`src/rtl/pxa_pkg.sv`:
```
`default_nettype none

package pxa_pkg;

   // Configuration register indexes (byte address is 4 times the index).
   localparam logic [1:0] REG_GRAY_MODE   = 2'd0;
   localparam logic [1:0] REG_INVERT      = 2'd1;
   localparam logic [1:0] REG_RAMP_SELECT = 2'd2;

   // Gray conversion modes.
   localparam logic [1:0] GRAY_AVERAGE    = 2'd0;
   localparam logic [1:0] GRAY_LIGHTNESS  = 2'd1;
   localparam logic [1:0] GRAY_LUMINOSITY = 2'd2;
   localparam logic [1:0] GRAY_ZERO       = 2'd3;

   // Ramp lengths.
   localparam logic [6:0] SHORT_LEN = 7'd10;
   localparam logic [6:0] LONG_LEN  = 7'd68;

   // Quantizer numerator terms: 2*N*v + 255.
   localparam logic [15:0] SHORT_SCALE = 16'd20;
   localparam logic [15:0] LONG_SCALE  = 16'd136;
   localparam logic [15:0] ROUND_BIAS  = 16'd255;

   // Reciprocals for exact floor division over the value ranges in use.
   // x/3   for x <= 765   : (x * 683)   >> 11
   // x/100 for x <= 25500 : (x * 20972) >> 21
   // x/510 for x <= 34935 : (x * 32897) >> 24
   localparam logic [9:0]  RECIP3   = 10'd683;
   localparam logic [14:0] RECIP100 = 15'd20972;
   localparam logic [15:0] RECIP510 = 16'd32897;

   // Live configuration as seen by the datapath.
   typedef struct packed {
      logic [1:0] gray_mode;
      logic       invert;
      logic       ramp_select;
   } cfg_type;

   // ASCII code of the short ramp " .:-=+*#%@".
   function automatic logic [6:0] glyph_short(input logic [6:0] idx);
      logic [6:0] code;
      case (idx)
         7'd0:    code = 7'h20;
         7'd1:    code = 7'h2E;
         7'd2:    code = 7'h3A;
         7'd3:    code = 7'h2D;
         7'd4:    code = 7'h3D;
         7'd5:    code = 7'h2B;
         7'd6:    code = 7'h2A;
         7'd7:    code = 7'h23;
         7'd8:    code = 7'h25;
         7'd9:    code = 7'h40;
         default: code = 7'h20;
      endcase
      return code;
   endfunction

   // ASCII code of the 68-character ramp, darkest first.
   function automatic logic [6:0] glyph_long(input logic [6:0] idx);
      logic [6:0] code;
      case (idx)
         7'd0:  code = 7'h20;  7'd1:  code = 7'h2E;  7'd2:  code = 7'h27;
         7'd3:  code = 7'h60;  7'd4:  code = 7'h5E;  7'd5:  code = 7'h22;
         7'd6:  code = 7'h2C;  7'd7:  code = 7'h3A;  7'd8:  code = 7'h3B;
         7'd9:  code = 7'h49;  7'd10: code = 7'h6C;  7'd11: code = 7'h21;
         7'd12: code = 7'h69;  7'd13: code = 7'h7E;  7'd14: code = 7'h2B;
         7'd15: code = 7'h5F;  7'd16: code = 7'h2D;  7'd17: code = 7'h3F;
         7'd18: code = 7'h5D;  7'd19: code = 7'h5B;  7'd20: code = 7'h7D;
         7'd21: code = 7'h7B;  7'd22: code = 7'h31;  7'd23: code = 7'h29;
         7'd24: code = 7'h28;  7'd25: code = 7'h7C;  7'd26: code = 7'h5C;
         7'd27: code = 7'h2F;  7'd28: code = 7'h74;  7'd29: code = 7'h66;
         7'd30: code = 7'h6A;  7'd31: code = 7'h72;  7'd32: code = 7'h78;
         7'd33: code = 7'h6E;  7'd34: code = 7'h75;  7'd35: code = 7'h76;
         7'd36: code = 7'h63;  7'd37: code = 7'h7A;  7'd38: code = 7'h58;
         7'd39: code = 7'h59;  7'd40: code = 7'h55;  7'd41: code = 7'h4A;
         7'd42: code = 7'h43;  7'd43: code = 7'h4C;  7'd44: code = 7'h51;
         7'd45: code = 7'h30;  7'd46: code = 7'h4F;  7'd47: code = 7'h5A;
         7'd48: code = 7'h6D;  7'd49: code = 7'h77;  7'd50: code = 7'h71;
         7'd51: code = 7'h70;  7'd52: code = 7'h64;  7'd53: code = 7'h62;
         7'd54: code = 7'h6B;  7'd55: code = 7'h68;  7'd56: code = 7'h61;
         7'd57: code = 7'h6F;  7'd58: code = 7'h2A;  7'd59: code = 7'h23;
         7'd60: code = 7'h4D;  7'd61: code = 7'h57;  7'd62: code = 7'h26;
         7'd63: code = 7'h38;  7'd64: code = 7'h25;  7'd65: code = 7'h42;
         7'd66: code = 7'h40;  7'd67: code = 7'h24;
         default: code = 7'h20;
      endcase
      return code;
   endfunction

endpackage

`default_nettype wire

```
`src/rtl/pxa_if.sv`:
```
`default_nettype none

// Pixel channel: one RGB pixel per transaction.
interface pxa_pixel_if;
   logic       valid;
   logic       ready;
   logic [7:0] blue;
   logic [7:0] green;
   logic [7:0] red;

   modport source (output valid, output blue, output green, output red, input ready);
   modport sink   (input valid, input blue, input green, input red, output ready);
endinterface

// Glyph channel: one ASCII glyph per transaction.
interface pxa_glyph_if;
   logic       valid;
   logic       ready;
   logic [6:0] glyph;
   logic [6:0] ramp_index;
   logic [7:0] gray_level;

   modport source (output valid, output glyph, output ramp_index, output gray_level,
                   input ready);
   modport sink   (input valid, input glyph, input ramp_index, input gray_level,
                   output ready);
endinterface

`default_nettype wire

```
`src/rtl/pxa_csr.sv`:
```
`default_nettype none

module pxa_csr
   import pxa_pkg::*;
(
   input  wire logic        clock,
   input  wire logic        reset,
   input  wire logic        csr_psel,
   input  wire logic        csr_penable,
   input  wire logic        csr_pwrite,
   input  wire logic [3:0]  csr_paddr,
   input  wire logic [31:0] csr_pwdata,
   output logic [31:0]      csr_prdata,
   output logic             csr_pready,
   output cfg_type          cfg
);

   logic [1:0] gray_mode_ff;
   logic       invert_ff;
   logic       ramp_select_ff;
   logic       write_en;
   logic [1:0] reg_sel;

   assign csr_pready = 1'b1;
   assign write_en   = csr_psel & csr_penable & csr_pwrite;
   assign reg_sel    = csr_paddr[3:2];

   // Register writes; an address past the last register is ignored.
   always_ff @(posedge clock) begin
      if (reset) begin
         gray_mode_ff   <= GRAY_AVERAGE;
         invert_ff      <= 1'b0;
         ramp_select_ff <= 1'b0;
      end else if (write_en) begin
         case (reg_sel)
            REG_GRAY_MODE:   gray_mode_ff   <= csr_pwdata[1:0];
            REG_INVERT:      invert_ff      <= csr_pwdata[0];
            REG_RAMP_SELECT: ramp_select_ff <= csr_pwdata[0];
            default: ;
         endcase
      end
   end

   // Read mux.
   always_comb begin
      case (reg_sel)
         REG_GRAY_MODE:   csr_prdata = {30'd0, gray_mode_ff};
         REG_INVERT:      csr_prdata = {31'd0, invert_ff};
         REG_RAMP_SELECT: csr_prdata = {31'd0, ramp_select_ff};
         default:         csr_prdata = 32'd0;
      endcase
   end

   assign cfg.gray_mode   = gray_mode_ff;
   assign cfg.invert      = invert_ff;
   assign cfg.ramp_select = ramp_select_ff;

endmodule

`default_nettype wire

```
`src/rtl/pxa_gray.sv`:
```
`default_nettype none

module pxa_gray
   import pxa_pkg::*;
(
   input  wire logic   clock,
   input  wire logic   reset,
   input  wire cfg_type cfg,
   pxa_pixel_if.sink   req,
   output logic        out_valid,
   input  wire logic   out_ready,
   output logic [7:0]  out_gray
);

   logic        s1_valid_ff;
   logic [9:0]  sum3_ff, sum3_in;
   logic [8:0]  mm_sum_ff, mm_sum_in;
   logic [14:0] lum_sum_ff, lum_sum_in;
   logic        s1_ready;

   logic        s2_valid_ff;
   logic [7:0]  gray_ff, gray_in;
   logic        s2_ready;

   logic [7:0]  hi_bg, lo_bg, chan_max, chan_min;
   logic [19:0] avg_prod;
   logic [29:0] lum_prod;
   logic [7:0]  gray_raw;

   // Each stage takes a new transaction when empty or when its data moves on.
   assign s2_ready  = !s2_valid_ff || out_ready;
   assign s1_ready  = !s1_valid_ff || s2_ready;
   assign req.ready = s1_ready;

   // Stage 1: channel sum, max plus min, and weighted luminosity sum.
   always_comb begin
      hi_bg      = (req.blue > req.green) ? req.blue : req.green;
      lo_bg      = (req.blue < req.green) ? req.blue : req.green;
      chan_max   = (hi_bg > req.red) ? hi_bg : req.red;
      chan_min   = (lo_bg < req.red) ? lo_bg : req.red;
      sum3_in    = {2'd0, req.blue} + {2'd0, req.green} + {2'd0, req.red};
      mm_sum_in  = {1'b0, chan_max} + {1'b0, chan_min};
      lum_sum_in = ({7'd0, req.blue}  * 15'd7)
                 + ({7'd0, req.green} * 15'd72)
                 + ({7'd0, req.red}   * 15'd21);
   end

   always_ff @(posedge clock) begin
      if (reset) begin
         s1_valid_ff <= 1'b0;
      end else if (s1_ready) begin
         s1_valid_ff <= req.valid;
      end
      if (s1_ready && req.valid) begin
         sum3_ff    <= sum3_in;
         mm_sum_ff  <= mm_sum_in;
         lum_sum_ff <= lum_sum_in;
      end
   end

   // Stage 2: constant divisions, mode select and optional inversion.
   always_comb begin
      avg_prod = {10'd0, sum3_ff} * {10'd0, RECIP3};
      lum_prod = {15'd0, lum_sum_ff} * {15'd0, RECIP100};
      case (cfg.gray_mode)
         GRAY_AVERAGE:    gray_raw = avg_prod[18:11];
         GRAY_LIGHTNESS:  gray_raw = mm_sum_ff[8:1];
         GRAY_LUMINOSITY: gray_raw = lum_prod[28:21];
         GRAY_ZERO:       gray_raw = 8'd0;
         default:         gray_raw = 8'd0;
      endcase
      gray_in = cfg.invert ? ~gray_raw : gray_raw;
   end

   always_ff @(posedge clock) begin
      if (reset) begin
         s2_valid_ff <= 1'b0;
      end else if (s2_ready) begin
         s2_valid_ff <= s1_valid_ff;
      end
      if (s2_ready && s1_valid_ff) begin
         gray_ff <= gray_in;
      end
   end

   assign out_valid = s2_valid_ff;
   assign out_gray  = gray_ff;

endmodule

`default_nettype wire

```
`src/rtl/pxa_quant.sv`:
```
`default_nettype none

module pxa_quant
   import pxa_pkg::*;
(
   input  wire logic       clock,
   input  wire logic       reset,
   input  wire cfg_type    cfg,
   input  wire logic       in_valid,
   output logic            in_ready,
   input  wire logic [7:0] in_gray,
   output logic            out_valid,
   input  wire logic       out_ready,
   output logic [6:0]      out_index,
   output logic [7:0]      out_gray
);

   logic        s3_valid_ff;
   logic [15:0] num_ff, num_in;
   logic [7:0]  s3_gray_ff;
   logic        s3_ready;

   logic        s4_valid_ff;
   logic [6:0]  index_ff, index_in;
   logic [7:0]  s4_gray_ff;
   logic        s4_ready;

   logic [31:0] quot_prod;
   logic [6:0]  index_raw;
   logic [6:0]  ramp_len;

   assign s4_ready = !s4_valid_ff || out_ready;
   assign s3_ready = !s3_valid_ff || s4_ready;
   assign in_ready = s3_ready;

   // Stage 3: numerator 2*N*v + 255 for round-half-up of v*N/255.
   assign num_in = ({8'd0, in_gray} * (cfg.ramp_select ? LONG_SCALE : SHORT_SCALE))
                 + ROUND_BIAS;

   always_ff @(posedge clock) begin
      if (reset) begin
         s3_valid_ff <= 1'b0;
      end else if (s3_ready) begin
         s3_valid_ff <= in_valid;
      end
      if (s3_ready && in_valid) begin
         num_ff     <= num_in;
         s3_gray_ff <= in_gray;
      end
   end

   // Stage 4: divide by 510 through the reciprocal, then clamp to N-1.
   always_comb begin
      quot_prod = {16'd0, num_ff} * {16'd0, RECIP510};
      index_raw = quot_prod[30:24];
      ramp_len  = cfg.ramp_select ? LONG_LEN : SHORT_LEN;
      index_in  = (index_raw >= ramp_len) ? (ramp_len - 7'd1) : index_raw;
   end

   always_ff @(posedge clock) begin
      if (reset) begin
         s4_valid_ff <= 1'b0;
      end else if (s4_ready) begin
         s4_valid_ff <= s3_valid_ff;
      end
      if (s4_ready && s3_valid_ff) begin
         index_ff   <= index_in;
         s4_gray_ff <= s3_gray_ff;
      end
   end

   assign out_valid = s4_valid_ff;
   assign out_index = index_ff;
   assign out_gray  = s4_gray_ff;

endmodule

`default_nettype wire

```
`src/rtl/pxa_glyph.sv`:
```
`default_nettype none

module pxa_glyph
   import pxa_pkg::*;
(
   input  wire logic       clock,
   input  wire logic       reset,
   input  wire cfg_type    cfg,
   input  wire logic       in_valid,
   output logic            in_ready,
   input  wire logic [6:0] in_index,
   input  wire logic [7:0] in_gray,
   pxa_glyph_if.source     rsp
);

   logic       out_valid_ff;
   logic [6:0] glyph_ff, glyph_in;
   logic [6:0] index_ff;
   logic [7:0] gray_ff;

   assign in_ready = !out_valid_ff || rsp.ready;

   // Stage 5: ramp lookup into the output register.
   assign glyph_in = cfg.ramp_select ? glyph_long(in_index) : glyph_short(in_index);

   always_ff @(posedge clock) begin
      if (reset) begin
         out_valid_ff <= 1'b0;
      end else if (in_ready) begin
         out_valid_ff <= in_valid;
      end
      if (in_ready && in_valid) begin
         glyph_ff <= glyph_in;
         index_ff <= in_index;
         gray_ff  <= in_gray;
      end
   end

   assign rsp.valid      = out_valid_ff;
   assign rsp.glyph      = glyph_ff;
   assign rsp.ramp_index = index_ff;
   assign rsp.gray_level = gray_ff;

endmodule

`default_nettype wire

```
`src/rtl/pixel_to_ascii_glyph_top.sv`:
```
`default_nettype none

// Channel      Direction  Transaction
// req_pixel    in         one RGB pixel: blue, green, red
// rsp_glyph    out        one result: glyph, ramp_index, gray_level
// csr_*        in/out     APB register write or read
//
// One pixel is accepted every clock while no stall backs up the stages;
// a pixel passes the register stages sums, gray, numerator, index, glyph.
// Reset is synchronous and clears all stage valid bits and the CSRs.
// Each stage holds its data while the next one is full and stalled, so a
// stall on rsp_glyph backs up through the stages without loss or repeat.

module pixel_to_ascii_glyph_top
   import pxa_pkg::*;
(
   input  wire logic        clock,
   input  wire logic        reset,
   pxa_pixel_if.sink        req_pixel,
   pxa_glyph_if.source      rsp_glyph,
   input  wire logic        csr_psel,
   input  wire logic        csr_penable,
   input  wire logic        csr_pwrite,
   input  wire logic [3:0]  csr_paddr,
   input  wire logic [31:0] csr_pwdata,
   output logic [31:0]      csr_prdata,
   output logic             csr_pready
);

   cfg_type    cfg;
   logic       gray_valid, gray_ready;
   logic [7:0] gray_value;
   logic       quant_valid, quant_ready;
   logic [6:0] quant_index;
   logic [7:0] quant_gray;

   // Configuration registers.
   pxa_csr u_csr (
      .clock       (clock),
      .reset       (reset),
      .csr_psel    (csr_psel),
      .csr_penable (csr_penable),
      .csr_pwrite  (csr_pwrite),
      .csr_paddr   (csr_paddr),
      .csr_pwdata  (csr_pwdata),
      .csr_prdata  (csr_prdata),
      .csr_pready  (csr_pready),
      .cfg         (cfg)
   );

   // Gray conversion, stages 1 and 2.
   pxa_gray u_gray (
      .clock     (clock),
      .reset     (reset),
      .cfg       (cfg),
      .req       (req_pixel),
      .out_valid (gray_valid),
      .out_ready (gray_ready),
      .out_gray  (gray_value)
   );

   // Ramp quantizer, stages 3 and 4.
   pxa_quant u_quant (
      .clock     (clock),
      .reset     (reset),
      .cfg       (cfg),
      .in_valid  (gray_valid),
      .in_ready  (gray_ready),
      .in_gray   (gray_value),
      .out_valid (quant_valid),
      .out_ready (quant_ready),
      .out_index (quant_index),
      .out_gray  (quant_gray)
   );

   // Glyph lookup and output register, stage 5.
   pxa_glyph u_glyph (
      .clock    (clock),
      .reset    (reset),
      .cfg      (cfg),
      .in_valid (quant_valid),
      .in_ready (quant_ready),
      .in_index (quant_index),
      .in_gray  (quant_gray),
      .rsp      (rsp_glyph)
   );

endmodule

`default_nettype wire

```
`src/flat_wrapper.sv`:
```
// flat-port wrapper written by rule: the top's interface ports become plain ports
module pixel_to_ascii_glyph_top_flat import pxa_pkg::*;
  (clock, reset, csr_psel, csr_penable, csr_pwrite, csr_paddr, csr_pwdata, csr_prdata, csr_pready, req_pixel_valid, req_pixel_blue, req_pixel_green, req_pixel_red, req_pixel_ready, rsp_glyph_valid, rsp_glyph_glyph, rsp_glyph_ramp_index, rsp_glyph_gray_level, rsp_glyph_ready);
  pxa_pixel_if req_pixel_i ();
  pxa_glyph_if rsp_glyph_i ();
  input  wire logic clock;
  input  wire logic reset;
  input  wire logic csr_psel;
  input  wire logic csr_penable;
  input  wire logic csr_pwrite;
  input  wire logic [3:0] csr_paddr;
  input  wire logic [31:0] csr_pwdata;
  output logic [31:0] csr_prdata;
  output logic csr_pready;
  input wire logic [$bits(req_pixel_i.valid)-1:0] req_pixel_valid;
  input wire logic [$bits(req_pixel_i.blue)-1:0] req_pixel_blue;
  input wire logic [$bits(req_pixel_i.green)-1:0] req_pixel_green;
  input wire logic [$bits(req_pixel_i.red)-1:0] req_pixel_red;
  output wire logic [$bits(req_pixel_i.ready)-1:0] req_pixel_ready;
  output wire logic [$bits(rsp_glyph_i.valid)-1:0] rsp_glyph_valid;
  output wire logic [$bits(rsp_glyph_i.glyph)-1:0] rsp_glyph_glyph;
  output wire logic [$bits(rsp_glyph_i.ramp_index)-1:0] rsp_glyph_ramp_index;
  output wire logic [$bits(rsp_glyph_i.gray_level)-1:0] rsp_glyph_gray_level;
  input wire logic [$bits(rsp_glyph_i.ready)-1:0] rsp_glyph_ready;
  assign req_pixel_i.valid = req_pixel_valid;
  assign req_pixel_i.blue = req_pixel_blue;
  assign req_pixel_i.green = req_pixel_green;
  assign req_pixel_i.red = req_pixel_red;
  assign req_pixel_ready = req_pixel_i.ready;
  assign rsp_glyph_valid = rsp_glyph_i.valid;
  assign rsp_glyph_glyph = rsp_glyph_i.glyph;
  assign rsp_glyph_ramp_index = rsp_glyph_i.ramp_index;
  assign rsp_glyph_gray_level = rsp_glyph_i.gray_level;
  assign rsp_glyph_i.ready = rsp_glyph_ready;
  pixel_to_ascii_glyph_top u_core (.clock(clock), .reset(reset), .req_pixel(req_pixel_i), .rsp_glyph(rsp_glyph_i), .csr_psel(csr_psel), .csr_penable(csr_penable), .csr_pwrite(csr_pwrite), .csr_paddr(csr_paddr), .csr_pwdata(csr_pwdata), .csr_prdata(csr_prdata), .csr_pready(csr_pready));
endmodule
```
`config.mk`:
```
export PLATFORM = sky130hd
export DESIGN_NAME = pixel_to_ascii_glyph_top_flat
export DESIGN_NICKNAME = d
export VERILOG_FILES = /design/src/rtl/pxa_pkg.sv /design/src/rtl/pxa_if.sv /design/src/rtl/pxa_csr.sv /design/src/rtl/pxa_gray.sv /design/src/rtl/pxa_quant.sv /design/src/rtl/pxa_glyph.sv /design/src/rtl/pixel_to_ascii_glyph_top.sv /design/src/flat_wrapper.sv
export SDC_FILE = /design/constraint.sdc
export NUM_CORES = 1
export LEC_CHECK = 0
export BUFFER_PORTS_ARGS = -buffer_cell sky130_fd_sc_hd__buf_2
export CORE_ASPECT_RATIO = 1.5
export CORE_UTILIZATION = 45
export DETAILED_ROUTE_END_ITERATION = 12
export PLACE_DENSITY_LB_ADDON = 0.1
export SLEW_MARGIN = 20
export SYNTH_ARGS = -nofsm -noshare
export SYNTH_HDL_FRONTEND = slang
export SYNTH_SLANG_ARGS = --single-unit
```
`constraint.sdc`:
```
create_clock -name clock -period 9.4 [get_ports clock]
set_input_delay 2.82 -clock clock [delete_from_list [all_inputs] [get_ports clock]]
set_output_delay 2.82 -clock clock [all_outputs]
set_load 0.02 [all_outputs]
```
Word-level counts from Yosys, hierarchy flattened
Memories as Yosys holds them, arrays and structs flattened. A register that Yosys moved wholly into a read port is not among the register bits.
Cells that the tools add are included.
W data, S select, Z words.
- memories: 2
- ROM bits: 1008
- bits in registers: 112
- add/sub/neg operators: 7
- bitwise operators: 3
- reduce and logical (&&, ||, !) cells: 21
- equality and inequality tests: 5
- order comparisons: 5
- muxes and demuxes: 14
- multiply operators: 7
- memory list (memory ; words ; width ; rd ports ; clocked after Yosys merged registers in ; write ports ; line ; text):
    (name not given) ; 128 ; 7 ; 1 ; 1 ; 0 ; pxa_pkg.sv:62 ; case (idx)
    (name not given) ; 16 ; 7 ; 1 ; 1 ; 0 ; pxa_pkg.sv:43 ; case (idx)
- operators with widths (cell ; count):
    $mux W8 ; 6
    $mux W7 ; 5
    $pmux W8 S4 ; 1
    $mul A16 B16 Y31 const B ; 1
    $mul A15 B13 Y27 const B ; 1
    $mul A10 B10 Y19 const B ; 1
    $add A8 B8 Y9 ; 2
    $add A16 B8 Y16 const B ; 1
    $gt A8 B8 Y1 ; 2
    $lt A8 B8 Y1 ; 2
    $mul A8 B8 Y16 ; 1
    $add A11 B15 Y15 ; 1
    $add A15 B13 Y15 ; 1
    $mul A8 B5 Y13 const B ; 1
    $mul A8 B4 Y12 const B ; 1
    $mul A8 B3 Y11 const B ; 1
    $add A9 B8 Y10 ; 1
    $not A8 Y8 ; 1
    $ge A7 B7 Y1 ; 1
    $sub A7 B1 Y7 const B ; 1
    $eq A2 B2 Y1 const B ; 3
    $pmux W2 S3 ; 1
    $reduce_and A2 Y1 ; 3
    $logic_and A1 B1 Y1 ; 5
    other kinds (7) ; 18

Depth between registers and ports, before layout
- depth in word-level cells: 7
- mapped depth: 29
- gate-level depth less buffers: 29

Cells and area by module
Synthesis repeated with hierarchy kept, for this count alone.
- cell total of the unflattened synthesis: 1646
- area total of the unflattened synthesis: 16520.8 um^2
- by module, submodules not included (module ; cells each ; instances ; area an instance (um^2)):
    pxa_gray ; 1067 ; 1 ; 10397.5
    pxa_quant ; 336 ; 1 ; 3769.9
    pxa_glyph ; 186 ; 1 ; 1874.3
    pxa_csr ; 57 ; 1 ; 479.2

Worst setup path after synthesis
No wires, ideal clock.
- path type: input -> register
- start point: input req_pixel_green[1]
- end point: register u_core.u_gray.mm_sum_ff[8] (data pin)
- buffers on the path: 1
- path slack: 1.666 ns
- cell stages on the path: 26
- arrival: 7.480 ns
- path through: inv_1 ha_1 nor2b_1 o21a_1 o21a_1 o21a_1 o21ai_0 nand2_1 mux2_2 ha_1 a21o_1 a21o_1 a221oi_1 nand3_1 o21ai_0 clkbuf_1 o21ai_0 ha_1 nor2b_1 o21ai_0 nand2b_1 a21oi_1 nor2b_1 o21ai_0 nand2b_1 a21o_1
- word-level cells in the longest chain between the ends: 5
- ends and longest elaborated chain (what ; line ; text):
    from (decl) ; flat_wrapper.sv:17 ; input wire logic [$bits(req_pixel_i.green)-1:0] req_pixel_green;
    $gt A8 B8 Y1 or $lt A8 B8 Y1 (tied branches) ; pxa_gray.sv:37, pxa_gray.sv:38 ;
    $mux W8, on equally long branches ; pxa_gray.sv:37, pxa_gray.sv:38 ;
    $gt A8 B8 Y1 or $lt A8 B8 Y1 (tied branches) ; pxa_gray.sv:39, pxa_gray.sv:40 ;
    $mux W8, on equally long branches ; pxa_gray.sv:39, pxa_gray.sv:40 ;
    $add A8 B8 Y9 * ; pxa_gray.sv:42 ; mm_sum_in = {1'b0, chan_max} + {1'b0, chan_min};
    net u_core.u_gray.mm_sum_in[8] ; pxa_gray.sv:17 ; logic [8:0] mm_sum_ff, mm_sum_in;
    to (signal assigned) ; pxa_gray.sv:56 ; mm_sum_ff <= mm_sum_in;
    to (decl) ; pxa_gray.sv:17 ;
The timed path passes the listed nets; every way through them passes the cells marked *.
A chain may end at the register's enable or synchronous reset.

Final worst setup path
Same ends and word-level chain as after synthesis.

==> results.yml <==
place:
  hpwlAfterDp_um: 28660
  detailedPlace.worstSlack_ps: 1014
  io_buffer_count: 60
  place.gp.congestion: 0.8621
floorplanning:
  core_area_um2: 36050
  top_level_ports: 124
  floorplan.initialDensity: 0.4589
  die_w_um: 158.6
  core.rowCount: 85
  dieArea_um2: 37560
  floorplan.die.height_um: 236.8
clock_tree:
  clk_latency_ps: 430
  clock_sink_count: 123
  tritoncts.num_buffers: 17
  cts_tree: "yes"
  number_of_buffers_added_to_fix_hold_violations_after_cts: 0
  cts_root_buffer: "sky130_fd_sc_hd__clkbuf_16"
  clkTransAtPathRegs_ps: 60
  post_cts.repair.setup_buffers: 0
  htreeDepth: 4
  ctsResizeCount: 0
  cts_max_path_buffers: 2
setup_path:
  endpoint_type_of_the_worst_setup_path: "flip-flop"
  worst_setup_path_start_kind: "input pin"
  cp_top_family: "compound AO/OA/AOI/OAI gates"
  critical_path.most_common_cell: "sky130_fd_sc_hd__o21a_1"
  critPathLaunch: "req_pixel_green[1]"
  worst_ep_required_time_ps: 9580
  worst_path_buf_inv: 3
  slowest_cp_cell: "sky130_fd_sc_hd__a22o_1"
  worst-path-max-fanout: 14
  arrival_worst_endpoint_ps: 8190
  critPathMaxStageDelay_ps: 430
  critPathKind: "input pin to flip-flop"
  r2r_slack_ps: 2120
  timing.rr.start: "u_core.u_quant.num_ff[12]"
finish:
  final_layout_size_suffix_gt1_frac: 0.08117
  area_delta_synth_final_pct: 7.864
  nNetsFinal: 2281
  antenna_cells: 0
  final_core_utilization: 0.4950
sta:
  timing.final.hold_violations: 0
  maxClockFrequency_ghz: 0.1249
  setup_viol: 0
  clock-skew-final_ps: 6.444
  post-route-min-period_ps: 8006
  rsz_0062_raised_after_global_routing: "no"
  fin_tns_setup_ps: 0
  slew_violations: 0
  relative_slew_margins: 0.3255
  postLayoutSetupSlackWorst_ps: 1394
  worst_pin_slew_ps: 1007
  min_period_over_period: 0.8517
drt:
  ant_nets: 0
  detailedRoute.firstPassIterationCount: 7
  detailroute.via_count: 11370
  post-route-drc-count: 0
  detail_route.vias_per_cell: 5.135
  routed_wirelength_um: 33740
  detail_route.wl_per_cell_um: 15.23
  drtIter0Drc: 326
logic_synthesis:
  ys_seq_elements: 123
  share_of_async_settable_or_async_resettable_flops_after_synthesis: 0
  synth_warnings: 0
  synth-edff-count: 100
  synth_area_per_cell_um2: 9.931
  dominantRegCellSynth: "sky130_fd_sc_hd__edfxtp_1"
  syn_area_um2: 16550
  synthesis.instances: 1666
  synth_sequential_area_ratio: 0.2093
  synth.distinct_cells: 92
hold_path:
  kind_of_path_behind_the_tightest_hold_check: "flip-flop to flip-flop"
  timing.hold.worst.start: "u_core.u_quant.s3_gray_ff[3]"
run:
  cap_viol_max_count: 0
grt:
  grt_first_pass_wirelength_um: 56980
  grt_start_max_net_pins: 34
  grt_antenna_before_repair: 0
  globalRoute.totalOverflow: 0
  first_global_vias: 11950
  aggregate_global_route_resource_usage: 0.1950
status:
  status: "finished clean"
-- cells in the mapped netlist (all sizes together), types with 4 or more instances --
library cell | instances | share of area
a21o | 22 | 0.010
o21ai | 59 | 0.018
buf | 41 | 0.018
nand3 | 19 | 0.0057
a2111oi | 4 | 0.0025
or2 | 6 | 0.0024
dfxtp | 23 | 0.028
a311oi | 4 | 0.0021
and2 | 7 | 0.0027
a21oi | 81 | 0.025
o21bai | 15 | 0.0068
o211ai | 16 | 0.0079
xnor2 | 53 | 0.028
nand2 | 64 | 0.015
a221oi | 4 | 0.0025
nor4 | 7 | 0.0030
nor3b | 5 | 0.0023
nand4 | 7 | 0.0026
fa | 147 | 0.18
and4 | 6 | 0.0032
a211oi | 5 | 0.0023
nand2b | 13 | 0.0049
nor2 | 66 | 0.015
or3 | 4 | 0.0015
mux2i | 20 | 0.012
inv | 346 | 0.079
a211o | 5 | 0.0026
xor2 | 18 | 0.0095
mux2 | 12 | 0.0084
o21a | 15 | 0.0068
nor3 | 19 | 0.0057
edfxtp | 100 | 0.18
nor2b | 19 | 0.0072
clkbuf | 19 | 0.0049
and3 | 12 | 0.0047
o22ai | 4 | 0.0015
a22o | 7 | 0.0037
ha | 343 | 0.26
-- logic make-up (layout without fill, tap and decap cells) --
kind of cell | count (synthesis) | in the layout | synth area share
AOI/OAI and AO/OA | 276 | 276 | 0.1111
xor gates and xnor gates | 71 | 71 | 0.03758
adders and majority gates | 490 | 490 | 0.4372
buffers and inverters | 408 | 445 | 0.1029
DFF | 123 | 123 | 0.2093
muxes | 32 | 32 | 0.02072
other | 2 | 36 | 0.0004539
and+or+nand+nor | 264 | 264 | 0.08069
-- through the flow --
stage | hold slack, ps | instance area (µm²) | instances
after detailed placement | 404.5 | 17240 | 2182
final | 418.0 | 17850 | 2215
after CTS | 416.8 | 17810 | 2214
after floorplan | 400.3 | 16670 | 1700
after global routing | 423.0 | 17850 | 2215
after global placement | 406.7 | 17240 | 2182
-- layout by cell type, fill, tap and decap left out, drive strengths merged, types with 53 or more instances in the layout --
master    n
inv     354
ha      343
fa      147
edfxtp  100
a21oi    81
nor2     66
buf      66
nand2    64
o21ai    59
xnor2    53
-- worst paths after layout --
kind,to,cells past startpoint
setup / recovery,u_core.u_gray.mm_sum_ff[8],29
hold / removal,u_core.u_quant.out_gray[3],0
setup reg to reg,flip-flop,27
hold reg to reg,u_core.u_quant.out_gray[3],0
-- layer usage --
metal	track usage	vias to the layer above	part of all wire
li1	-	5682	-
met1	0.2125	5430	0.39
met2	0.3771	206	0.56
met3	0.02141	56	0.029
met4	0.07080	0	0.027
met5	0	-	0
-- final cells by class --
type	instances	area, µm²
Sequential cell	123	3463
Fill cell	3390	18210
Multi-Input combinational cell	1169	11530
Clock inverter	15	150.1
Timing Repair Buffer	66	365.4
Clock buffer	17	425.4
Tap cell	478	598.1
Inverter	347	1310
Power is not shown: default switching activity piles up to over one toggle a cycle in this logic, so the estimate is an artifact.
